**src/sv/tvg_pkg.sv**
```systemverilog
`timescale 1ns / 1ps
// ----------------------------------------------------------------------------
// tvg_pkg: shared types and constants of the touch virtual gamepad
// Button rectangles, event kinds, configuration indexes and sequencer states.
// ----------------------------------------------------------------------------
package tvg_pkg;

  localparam int NUM_BUTTONS_DEF = 6;
  localparam int FINGER_BITS_DEF = 8;
  localparam int NUM_RECTS       = 6;

  typedef enum logic [1:0] {
    EV_DOWN   = 2'd0,
    EV_MOTION = 2'd1,
    EV_UP     = 2'd2,
    EV_TICK   = 2'd3
  } ev_t;

  typedef enum logic [1:0] {
    CFG_JOY_LEFT  = 2'd0,
    CFG_JOY_TOP   = 2'd1,
    CFG_JOY_SIZE  = 2'd2,
    CFG_DEAD_ZONE = 2'd3
  } cfg_idx_t;

  typedef enum logic [3:0] {
    ST_IDLE,
    ST_EVAL,
    ST_SQUARE,
    ST_PICK,
    ST_DIV,
    ST_ROOT,
    ST_LIN,
    ST_OUT
  } state_t;

  typedef struct packed {
    logic [9:0] x;
    logic [9:0] y;
  } rect_t;

  // All rectangles are 64 x 64.
  localparam logic [6:0] RECT_SIDE = 7'd64;

  function automatic rect_t btn_rect(input logic [2:0] i);
    rect_t r;
    case (i)
      3'd0:    r = '{x: 10'd650, y: 10'd450};
      3'd1:    r = '{x: 10'd570, y: 10'd480};
      3'd2:    r = '{x: 10'd720, y: 10'd380};
      3'd3:    r = '{x: 10'd500, y: 10'd520};
      3'd4:    r = '{x: 10'd720, y: 10'd20};
      3'd5:    r = '{x: 10'd20,  y: 10'd20};
      default: r = '{x: 10'd0,   y: 10'd0};
    endcase
    return r;
  endfunction

endpackage

```
**src/sv/touch_virtual_gamepad.sv**
```systemverilog
`timescale 1ns / 1ps
// ----------------------------------------------------------------------------
// touch_virtual_gamepad: touch events to a virtual stick and six buttons
// Sequenced datapath with one shared compare-and-subtract step unit.
// ----------------------------------------------------------------------------
// Each accepted item (finger down, motion, finger up, frame tick) yields one
// result item that describes the gamepad after the event. Down, up and tick
// items, and motion of any finger that does not own the stick, run idle,
// evaluate, output: the result is registered in the output state, and the
// next item can be taken once the block is back in idle. A motion of the
// stick finger adds a squaring state, a pick state per component and the
// direction math on one shared 22-bit compare-and-subtract unit that yields
// one result bit per cycle. Inside the dead zone the first pick goes straight
// to output. Between dead zone and radius each component is a 27-step
// restoring divide. Beyond the radius each component is a 31-step divide of
// a^2 * 2^30 by the squared offset followed by a 16-step integer square
// root. The block takes no item while one is in work or while its result
// waits; the result sits in an output register until taken.
// Configuration writes are taken at any time but are only meaningful while
// idle.
// ----------------------------------------------------------------------------
module touch_virtual_gamepad
  import tvg_pkg::*;
#(
  parameter int NUM_BUTTONS = NUM_BUTTONS_DEF,
  parameter int FINGER_BITS = FINGER_BITS_DEF
) (
  input  logic               clk,
  input  logic               rst,
  // configuration
  input  logic               cfg_we,
  input  logic [1:0]         cfg_index,
  input  logic [9:0]         cfg_data,
  // input channel
  input  logic               in_valid,
  output logic               in_stall,
  input  logic [1:0]         func,
  input  logic [7:0]         finger_id,
  input  logic [15:0]        touch_x,
  input  logic [15:0]        touch_y,
  // output channel
  output logic               out_valid,
  input  logic               out_stall,
  output logic               stick_active,
  output logic signed [15:0] dir_x,
  output logic signed [15:0] dir_y,
  output logic [10:0]        stick_x,
  output logic [9:0]         stick_y,
  output logic [5:0]         buttons_held,
  output logic [5:0]         buttons_pressed
);

  localparam int NB = (NUM_BUTTONS > NUM_RECTS) ? NUM_RECTS : NUM_BUTTONS;
  localparam int FB = (FINGER_BITS > 8) ? 8 : FINGER_BITS;

  // configuration registers
  logic [9:0] joy_left, joy_top, joy_size;
  logic [7:0] dead_zone;

  always_ff @(posedge clk) begin
    if (rst) begin
      joy_left  <= 10'd50;
      joy_top   <= 10'd380;
      joy_size  <= 10'd160;
      dead_zone <= 8'd5;
    end else if (cfg_we) begin
      case (cfg_idx_t'(cfg_index))
        CFG_JOY_LEFT:  joy_left  <= cfg_data;
        CFG_JOY_TOP:   joy_top   <= cfg_data;
        CFG_JOY_SIZE:  joy_size  <= cfg_data;
        CFG_DEAD_ZONE: dead_zone <= cfg_data[7:0];
        default: ;
      endcase
    end
  end

  // gamepad state
  state_t state, state_next;
  logic              stick_held;
  logic [FB-1:0]     stick_finger;
  logic [9:0]        start_x, start_y, current_x, current_y;
  logic signed [15:0] direction_x, direction_y;
  logic [NB-1:0]     held_mask, previous_mask;
  logic [FB-1:0]     holding_finger [NB];

  // latched item
  ev_t        ev;
  logic [FB-1:0] fid;
  logic [9:0] px, py;

  // offsets of the new point from the anchor, and their squares
  logic signed [10:0] dxs, dys;
  logic [9:0]  ax, ay;
  logic        neg_x, neg_y;
  logic [19:0] a2x, a2y;
  logic [20:0] d2;
  logic [19:0] sq_x, sq_y;
  assign dxs  = $signed({1'b0, px}) - $signed({1'b0, start_x});
  assign dys  = $signed({1'b0, py}) - $signed({1'b0, start_y});
  assign sq_x = {10'd0, ax} * {10'd0, ax};
  assign sq_y = {10'd0, ay} * {10'd0, ay};

  // region of the offset
  logic [19:0] s2;
  logic [15:0] dz2;
  logic        beyond, above;
  assign s2     = {10'd0, joy_size} * {10'd0, joy_size};
  assign dz2    = {8'd0, dead_zone} * {8'd0, dead_zone};
  assign beyond = {d2, 2'b00} > {3'd0, s2};
  assign above  = (d2 > {5'd0, dz2}) && (joy_size != 10'd0);

  // point tests
  logic        in_joy;
  logic [10:0] joy_r, joy_b;
  assign joy_r  = {1'b0, joy_left} + {1'b0, joy_size};
  assign joy_b  = {1'b0, joy_top} + {1'b0, joy_size};
  assign in_joy = (px >= joy_left) && ({1'b0, px} < joy_r) &&
                  (py >= joy_top) && ({1'b0, py} < joy_b);

  logic [NB-1:0] btn_hit;
  logic [NB-1:0] btn_first;
  logic [NB-1:0] up_clear;
  always_comb begin
    rect_t r;
    logic  found;
    found = 1'b0;
    for (int i = 0; i < NB; i++) begin
      r = btn_rect(3'(i));
      btn_hit[i] = !held_mask[i] && (px >= r.x) &&
                   ({1'b0, px} < {1'b0, r.x} + 11'(RECT_SIDE)) &&
                   (py >= r.y) && ({1'b0, py} < {1'b0, r.y} + 11'(RECT_SIDE));
      btn_first[i] = btn_hit[i] && !found;
      found = found | btn_hit[i];
      up_clear[i] = held_mask[i] && (holding_finger[i] == fid);
    end
  end

  logic motion_hit;
  assign motion_hit = (ev == EV_MOTION) && stick_held && (fid == stick_finger);

  // component under work
  logic        comp_y;
  logic [9:0]  a_sel;
  logic [19:0] a2_sel;
  logic        neg_sel;
  logic [26:0] lin_num;
  assign a_sel   = comp_y ? ay : ax;
  assign a2_sel  = comp_y ? a2y : a2x;
  assign neg_sel = comp_y ? neg_y : neg_x;
  assign lin_num = {1'b0, a_sel, 16'd0} + {17'd0, joy_size};

  // Shared step unit. Divide: shift one dividend bit into the remainder and
  // subtract the divisor. Root: shift two bits in and subtract 4*root + 1.
  logic [21:0] rem;
  logic [31:0] num;
  logic [31:0] quo;
  logic [4:0]  cnt;
  logic [21:0] opa, opb, diff, rem_next;
  logic        ok;
  always_comb begin
    case (state)
      ST_ROOT: begin
        opa = {3'd0, rem[16:0], num[31:30]};
        opb = {4'd0, quo[15:0], 2'b01};
      end
      ST_LIN: begin
        opa = {10'd0, rem[10:0], num[31]};
        opb = {11'd0, joy_size, 1'b0};
      end
      default: begin
        opa = {rem[20:0], num[31]};
        opb = {1'b0, d2};
      end
    endcase
    ok       = opa >= opb;
    diff     = opa - opb;
    rem_next = ok ? diff : opa;
  end

  // results of the final step
  logic [30:0] div_q;
  logic [15:0] root_q, lin_q, mag_unit, mag_done, dir_val;
  logic [16:0] root_inc;
  assign div_q    = {quo[29:0], ok};
  assign root_q   = {quo[14:0], ok};
  assign lin_q    = {quo[14:0], ok};
  // round half up: floor((floor(32768*a/sqrt(d2)) + 1) / 2)
  assign root_inc = {1'b0, root_q} + 17'd1;
  assign mag_unit = root_inc[16:1];
  assign mag_done = (state == ST_ROOT) ? mag_unit : lin_q;
  assign dir_val  = neg_sel ? (16'd0 - mag_done) : mag_done;

  // state register
  always_ff @(posedge clk) begin
    if (rst) begin
      state <= ST_IDLE;
    end else begin
      state <= state_next;
    end
  end

  // next state and input stall
  always_comb begin
    state_next = state;
    in_stall   = 1'b1;
    case (state)
      ST_IDLE: begin
        in_stall = rst || (out_valid && out_stall);
        if (in_valid && !in_stall) state_next = ST_EVAL;
      end
      ST_EVAL:   state_next = motion_hit ? ST_SQUARE : ST_OUT;
      ST_SQUARE: state_next = ST_PICK;
      ST_PICK: begin
        if (beyond) state_next = ST_DIV;
        else if (above) state_next = ST_LIN;
        else state_next = ST_OUT;
      end
      ST_DIV: begin
        if (cnt == 5'd30) state_next = ST_ROOT;
      end
      ST_ROOT: begin
        if (cnt == 5'd15) state_next = comp_y ? ST_OUT : ST_PICK;
      end
      ST_LIN: begin
        if (cnt == 5'd26) state_next = comp_y ? ST_OUT : ST_PICK;
      end
      ST_OUT:  state_next = ST_IDLE;
      default: state_next = ST_IDLE;
    endcase
  end

  // datapath
  always_ff @(posedge clk) begin
    if (rst) begin
      stick_held    <= 1'b0;
      stick_finger  <= '0;
      start_x       <= '0;
      start_y       <= '0;
      current_x     <= '0;
      current_y     <= '0;
      direction_x   <= '0;
      direction_y   <= '0;
      held_mask     <= '0;
      previous_mask <= '0;
      out_valid     <= 1'b0;
    end else begin
      case (state)
        ST_IDLE: begin
          if (in_valid && !in_stall) begin
            ev  <= ev_t'(func);
            fid <= finger_id[FB-1:0];
            px  <= 10'(({10'd0, touch_x} * 26'd800) >> 16);
            py  <= 10'(({10'd0, touch_y} * 26'd600) >> 16);
          end
        end
        ST_EVAL: begin
          case (ev)
            EV_DOWN: begin
              if (!stick_held && in_joy) begin
                stick_held   <= 1'b1;
                stick_finger <= fid;
                start_x      <= px;
                current_x    <= px;
                start_y      <= py;
                current_y    <= py;
              end else begin
                held_mask <= held_mask | btn_first;
                for (int i = 0; i < NB; i++) begin
                  if (btn_first[i]) holding_finger[i] <= fid;
                end
              end
            end
            EV_MOTION: begin
              if (motion_hit) begin
                current_x <= px;
                current_y <= py;
              end
            end
            EV_UP: begin
              if (stick_held && fid == stick_finger) begin
                stick_held   <= 1'b0;
                stick_finger <= '0;
                direction_x  <= '0;
                direction_y  <= '0;
              end
              held_mask <= held_mask & ~up_clear;
            end
            EV_TICK: previous_mask <= held_mask;
            default: ;
          endcase
          // offsets of the new point, used only by a stick motion
          ax     <= 10'(dxs[10] ? -dxs : dxs);
          ay     <= 10'(dys[10] ? -dys : dys);
          neg_x  <= dxs[10];
          neg_y  <= dys[10];
          comp_y <= 1'b0;
        end
        ST_SQUARE: begin
          a2x <= sq_x;
          a2y <= sq_y;
          d2  <= {1'b0, sq_x} + {1'b0, sq_y};
        end
        ST_PICK: begin
          // a^2 <= d2, so a^2 / 2 is already below the divisor
          if (beyond) begin
            rem <= {3'd0, a2_sel[19:1]};
            num <= {a2_sel[0], 31'd0};
          end else if (above) begin
            rem <= '0;
            num <= {lin_num, 5'd0};
          end else begin
            direction_x <= '0;
            direction_y <= '0;
          end
          quo <= '0;
          cnt <= '0;
        end
        ST_DIV: begin
          if (cnt == 5'd30) begin
            // hand the quotient to the root
            num <= {1'b0, div_q};
            rem <= '0;
            quo <= '0;
            cnt <= '0;
          end else begin
            num <= {num[30:0], 1'b0};
            rem <= rem_next;
            quo <= {quo[30:0], ok};
            cnt <= cnt + 5'd1;
          end
        end
        ST_ROOT, ST_LIN: begin
          if ((state == ST_ROOT && cnt == 5'd15) || (state == ST_LIN && cnt == 5'd26)) begin
            if (comp_y) direction_y <= $signed(dir_val);
            else direction_x <= $signed(dir_val);
            comp_y <= 1'b1;
          end else begin
            num <= (state == ST_ROOT) ? {num[29:0], 2'b00} : {num[30:0], 1'b0};
            rem <= rem_next;
            quo <= {quo[30:0], ok};
            cnt <= cnt + 5'd1;
          end
        end
        default: ;
      endcase

      if (state == ST_OUT) out_valid <= 1'b1;
      else if (out_valid && !out_stall) out_valid <= 1'b0;
    end
  end

  // output register
  logic [10:0] cx;
  logic [9:0]  half;
  assign half = joy_size >> 1;
  assign cx   = {1'b0, joy_left} + {1'b0, half};
  always_ff @(posedge clk) begin
    if (state == ST_OUT) begin
      stick_active    <= stick_held;
      dir_x           <= direction_x;
      dir_y           <= direction_y;
      stick_x         <= stick_held ? {1'b0, current_x} : cx;
      stick_y         <= stick_held ? current_y : 10'(joy_top + half);
      buttons_held    <= 6'(held_mask);
      buttons_pressed <= 6'(held_mask & ~previous_mask);
    end
  end

endmodule
```
**config.mk**
```make
export PLATFORM = sky130hd
export DESIGN_NAME = touch_virtual_gamepad
export DESIGN_NICKNAME = d
export VERILOG_FILES = /design/src/sv/tvg_pkg.sv /design/src/sv/touch_virtual_gamepad.sv
export SDC_FILE = /design/constraint.sdc
export NUM_CORES = 2
export LEC_CHECK = 0
export BUFFER_PORTS_ARGS = -buffer_cell sky130_fd_sc_hd__buf_4
export CORE_MARGIN = 3
export CORE_UTILIZATION = 34
export CTS_BUF_LIST = sky130_fd_sc_hd__clkbuf_16
export DETAILED_ROUTE_END_ITERATION = 7
export PLACE_DENSITY = 0.54
export SYNTH_ARGS = -nofsm -noshare
export SYNTH_HDL_FRONTEND = slang
export SYNTH_SLANG_ARGS = --single-unit
```
**constraint.sdc**
```tcl
create_clock -name clk -period 29.1 [get_ports clk]
set_input_delay 4.365 -clock clk [delete_from_list [all_inputs] [get_ports clk]]
set_output_delay 4.365 -clock clk [all_outputs]
set_load 0.01 [all_outputs]
```
Word level (Yosys, flattened, before mapping)
Memories as Yosys holds them, arrays and structs flattened.
Cells that the tools add are included.
- memories kept: 1
- logic and storage cells: 356
- output and inout port bits: 68
- flip-flop bits (word level): 404
- input port bits: 59
- memory bits (writable): 48
- bitwise logic cells: 10
- muxes and demuxes: 118
- reductions and logical operators: 100
- order comparisons: 27
- add/sub/neg operators: 14
- equal/unequal tests: 40
- multiply operators: 6
- memories (memory ; words ; bits a word ; rd ports ; clocked after Yosys merged registers in ; write ports ; line ; text):
    holding_finger ; 6 ; 8 ; 6 ; 0 ; 1 ; touch_virtual_gamepad.sv:84 ; logic [FB-1:0] holding_finger [NB];
- operators with widths (operator ; count):
    16-bit two-way mux ; 10
    32-bit two-way mux ; 5
    21-bit two-way mux ; 5
    16-bit one-hot mux with 3 select lines ; 2
    32-bit one-hot mux with 3 select lines ; 1
    10-bit two-way mux ; 9
    30-bit one-hot mux with 3 select lines ; 1
    10-bit < comparator, second input constant ; 7
    21-bit one-hot mux with 3 select lines ; 1
    10-bit by 10-bit multiplier with 20-bit output ; 3
    30-bit two-way mux ; 2
    8-bit == test ; 7
    8-bit two-way mux ; 7
    1-bit logical AND ; 49
    1-bit two-way mux ; 49
    22-bit one-hot mux with 2 select lines ; 1
    21-bit one-hot mux with 2 select lines ; 1
    10-bit greater-or-equal comparator, second input constant ; 4
    10-bit by 9-bit greater-or-equal comparator with 1-bit output, second input constant ; 4
    10-bit one-hot mux with 2 select lines ; 2
    8-bit OR reduction ; 5
    2-bit != test, second input constant ; 15
    4-bit one-hot mux with 7 select lines ; 1
    26-bit by 10-bit adder with 27-bit output ; 1
    other kinds (57) ; 123

Depth between registers and ports, before layout
- depth in word-level cells: 19
- mapped depth: 36
- mapped depth without buffers: 33

Least setup slack after synthesis
Ideal clock, no wire load.
- path kind: in2reg
- start: input rst
- end: register num[0] (enable)
- library setup time: 0.470 ns
- arrival time: 9.741 ns
- path buffers: 1
- required time: 28.630 ns
- slack: 18.889 ns
- stages on the path: 3
- path through: clkbuf_1 -> a211oi_1 -> nor2b_1
- word-level cells in the longest chain between the ends: 2
- RTL lines (element ; line ; text):
    from (decl) ; touch_virtual_gamepad.sv:29 ; input logic rst,
    1-bit NOT (no line) ; -- ;
    4-bit AND reduction (no line) ; -- ;
    to (signal assigned) ; touch_virtual_gamepad.sv:307 ; num <= {a2_sel[0], 31'd0};
    to (signal assigned) ; touch_virtual_gamepad.sv:310 ; num <= {lin_num, 5'd0};
    to (signal assigned) ; touch_virtual_gamepad.sv:321 ; num <= {1'b0, div_q};
    to (decl) ; touch_virtual_gamepad.sv:155 ; logic [31:0] num;
No other way between the ends.
A chain may end at the register's enable or synchronous reset.

Worst setup path after layout
- start: input rst
- end: output in_stall
- word-level cells in the longest chain between the ends: 2
- RTL lines (element ; line ; text):
    1-bit logical OR ; touch_virtual_gamepad.sv:208 ; in_stall = rst || (out_valid && out_stall);
    1-bit two-way mux ; touch_virtual_gamepad.sv:206 ; case (state)
    to (decl) ; touch_virtual_gamepad.sv:36 ; output logic in_stall,
No other way between the ends.

==> impl_summary.md <==
Global route
The total global-route track usage is 17.10%. Entering global routing, the biggest net connects 76 pins. The via count of the first global-routing pass was 27030. The total overflow left after global routing is 0.

The first global-routing pass estimated 153.9 mm of wire. The initial antenna violation count was 4.

Worst setup path
The launching element type of the critical path is a primary input. The signal on the critical path passes through buf_4, nor3_1, nand2_1, buf_4. Along the worst path, the maximum fanout reaches 34. The cell depth of the worst flop-to-flop path is 30. The endpoint of the worst-slack reg-to-reg timing path is rem[13].

The worst register-to-register path begins at joy_size[2]. The kind of end point of the critical path is an output pin. The worst path arrival time is 5.11 ns.

The worst setup path is of the in -> out kind. The highest-delay cell along the critical path is sky130_fd_sc_hd__nor3_1. In this design, the critical path's most frequently occurring cell is sky130_fd_sc_hd__buf_4. The minimum setup slack among reg-to-reg paths is 19.75 ns. The critical path's largest stage delay is 0.27 ns.

Data on the critical path is required at its endpoint by ~25 ns.

Synth
The netlist uses 82 different library cells. The fraction of synthesized cell area taken by the top area cell type is 25.25%. sky130_fd_sc_hd__edfxtp_1 takes more of the synthesized area than any other cell. In the synthesized netlist the async set-or-reset flop fraction comes to 0%.

Summing the sequential cell areas from Yosys gives 32.48% of the chip area. Of the total synthesized cell area, the portion taken by XOR and XNOR cells is 6.047%. The register bit count reported by yosys is between 400 and 500. Averaged over all synthesized cells, the footprint is 9.576 um2. Summing the areas of all and, or, nand and nor instances in the mapped netlist gives approximately 14% of the synthesized area. By area the synthesized netlist is led by sky130_fd_sc_hd__edfxtp_1 (25%), sky130_fd_sc_hd__ha_1 (15%), sky130_fd_sc_hd__fa_1 (11%). Counting every instance in the synthesized netlist gives 3900.

The fraction of the mapped netlist area in compound gates is 11.49%. The number of enable flip-flop cells after synthesis is about 310. The synthesis warning total is 0. Measured against the total synthesized area, the mux share comes to 3.327%. The number of nets in the synthesized netlist is 4620. For this run, the leading register cell type out of synthesis is sky130_fd_sc_hd__edfxtp_1. The combinational family with the most area after synthesis is adder cells. The fraction of the mapped netlist area in adder cells is 26.27%.

The cell area that synthesis handed to floorplanning was between 30000 and 40000 um2.

Layout
The most common library cell in the layout ignoring fill and taps is sky130_fd_sc_hd__inv_1. Once layout is complete, the utilization of the core stands at 38.42%. The fraction of final layout cells with drive strength greater than 1 is 7.623%. The number of cells in the finished layout apart from fillers is 5419. In the final design database the tool counted 4690 nets. Relative to the synthesized area, the layout overhead comes to 11.22%. The library cells used most frequently in the layout, excluding fill and tap cells, are sky130_fd_sc_hd__inv_1 (486), sky130_fd_sc_hd__ha_1 (457), sky130_fd_sc_hd__nand2_1 (345).

The count of filler cells inserted in the layout is between 10000 and 15000.

Timing
The maximum achievable frequency is approximately 110 MHz. The worst pin sits at a relative slew slack of 19.72%. The clock tree skew after final layout is around 0.049 ns. Hold is met by 0.4283 ns. The slew at the pin with the worst max-slew slack is 1.194 ns.

The clock period minus final worst setup slack is ~9.5 ns. The count of endpoints failing hold in the final timing report is 0. The final-report max-slew violation count is 0. Of the available clock period, the critical path in the final layout requires between 30 and 40%. For the final routed database, the setup TNS stands at 0 ns. Setup repair after global routing left no endpoint under its margin.

The total setup violations reported at the end of the flow is 0.

Routing
Using the TritonRoute via totals, the vias-per-cell ratio works out to ~5.0. Summed over all layers, the routed wires come to between 90 and 100 mm. The final route contains 27200 vias. Dividing the detail-routed wire length by the instance count gives 17.95 um. The number of iterations in the first detailed-routing pass is 5. The DRC violation total after the first TritonRoute iteration is 1492.

In this run the remaining antenna-violating nets after routing total 0. In the routed design, unresolved DRC markers number 0.

Floorplan
The initial core utilization is 34.55%. The I/O pin total is 127. The total area inside the core boundary comes to 108100 um2. In this run the vertical extent of the chip is 337.4 um. Measured along the x axis, the die boundary spans 337.4 um. The floorplan step defined a die boundary enclosing 113900 um2.

The placement row count is 120.

CTS
The number of hold-repair buffers added at the cts stage is 0. The quantity of gates resized following cts is 0. CTS built an H-tree with a depth of 2. After clock tree synthesis, the clock-pin slew on the worst setup and hold paths is 0.06 ns. The clock sink count is approximately 450. The tree is rooted in a sky130_fd_sc_hd__clkbuf_16. The clock tree from TritonCTS is done. The post-CTS setup repair buffer count is 0. The clock insertion delay at the later pin of the skew report is 0.63 ns. Clock tree synthesis inserted a total of 52 buffers.

The longest clock path from root to sink contains 3 buffers.

Flow run
The max capacitance violation total is 0.

Placed design
The count of input and output buffers is about 130. The congestion estimate from routability-driven global placement came to 0.8577. The number of placed cells counting well taps is 5319.

The placed wire-length estimate is 74.13 mm.

Hold path
The destination of the worst hold path is dir_y[12]. Counting instances, the worst hold path has a depth of 0. The path class of the tightest hold or removal check is reg -> reg. The origin of the worst min-delay path is direction_y[12].

Outcome
The run finished with clean final reports.
-- worst max-delay path, delay by kind of cell --
kind	cells	cell delay (ns)
buf+inv	2	0.38
simple gates	2	0.36
-- kinds of logic (layout without fill, tap and decap cells) --
kind of cell	after synthesis	count (layout)
fa+ha+maj	662	662
other cells	2	4
xor+xnor	257	257
mux	123	123
buf+inv	627	741
flops	449	449
simple gates	1090	1090
compound gates	690	690
-- metrics by stage --
stage	cell area, um2	setup WS (ns)
floorplan	37350	18.89
global placement	39870	19.64
detailed placement	39870	19.62
CTS	41530	19.62
global route	41530	19.16
finish	41540	19.63
-- Yosys cell counts, drive strengths merged, types with 57 or more instances --
master,n
fa,204
a21o,57
ha,457
inv,470
nand2,345
o21ai,137
xor2,61
xnor2,196
a21oi,250
mux2i,114
nor2,288
clkbuf,132
edfxtp,314
dfxtp,135
and2,140
-- layer usage --
metal,share of wire [%],global-route usage [%],vias to the layer above
met5,0.028,0,-
met4,1.7,3.162,4
met3,4.5,2.247,98
met2,47,28.72,530
met1,47,23.73,13130
li1,-,-,13440
-- sequential cells by signal, indices dropped and copies added, names as in the netlist, 11 cells and up --
signal,cells
quo,30
a2y,19
direction_y,16
holding_finger,48
dir_y,16
d2,21
direction_x,16
stick_x,11
num,32
dir_x,16
a2x,19
rem,21
-- layout make-up --
type                            count  area, um2  share of cell area (%)
Sequential cell                   449      12140                   29.21
Timing Repair Buffer              171       1284                   3.090
Clock inverter                     44      309.0                  0.7440
Multi-Input combinational cell   2824      22930                   55.19
Antenna cell                        2      5.005                 0.01205
Inverter                          472       1772                   4.265
Clock buffer                       54       1351                   3.253
Tap cell                         1403       1755                   4.226
-- worst max path at each step --
| stage | from | to | slack (ns) | depth (start not counted) |
|---|---|---|---|---|
| floorplan | rst | num[0] | 18.89 | 3 |
| global placement | rst | in_stall | 19.64 | 4 |
| detailed placement | rst | in_stall | 19.62 | 4 |
| CTS | rst | in_stall | 19.62 | 4 |
| global route | joy_size[2] | direction_y[9] | 19.16 | 32 |
| finish | rst | in_stall | 19.63 | 4 |
Power is not shown: default switching activity piles up to over one toggle a cycle in this logic, so the estimate is an artifact.
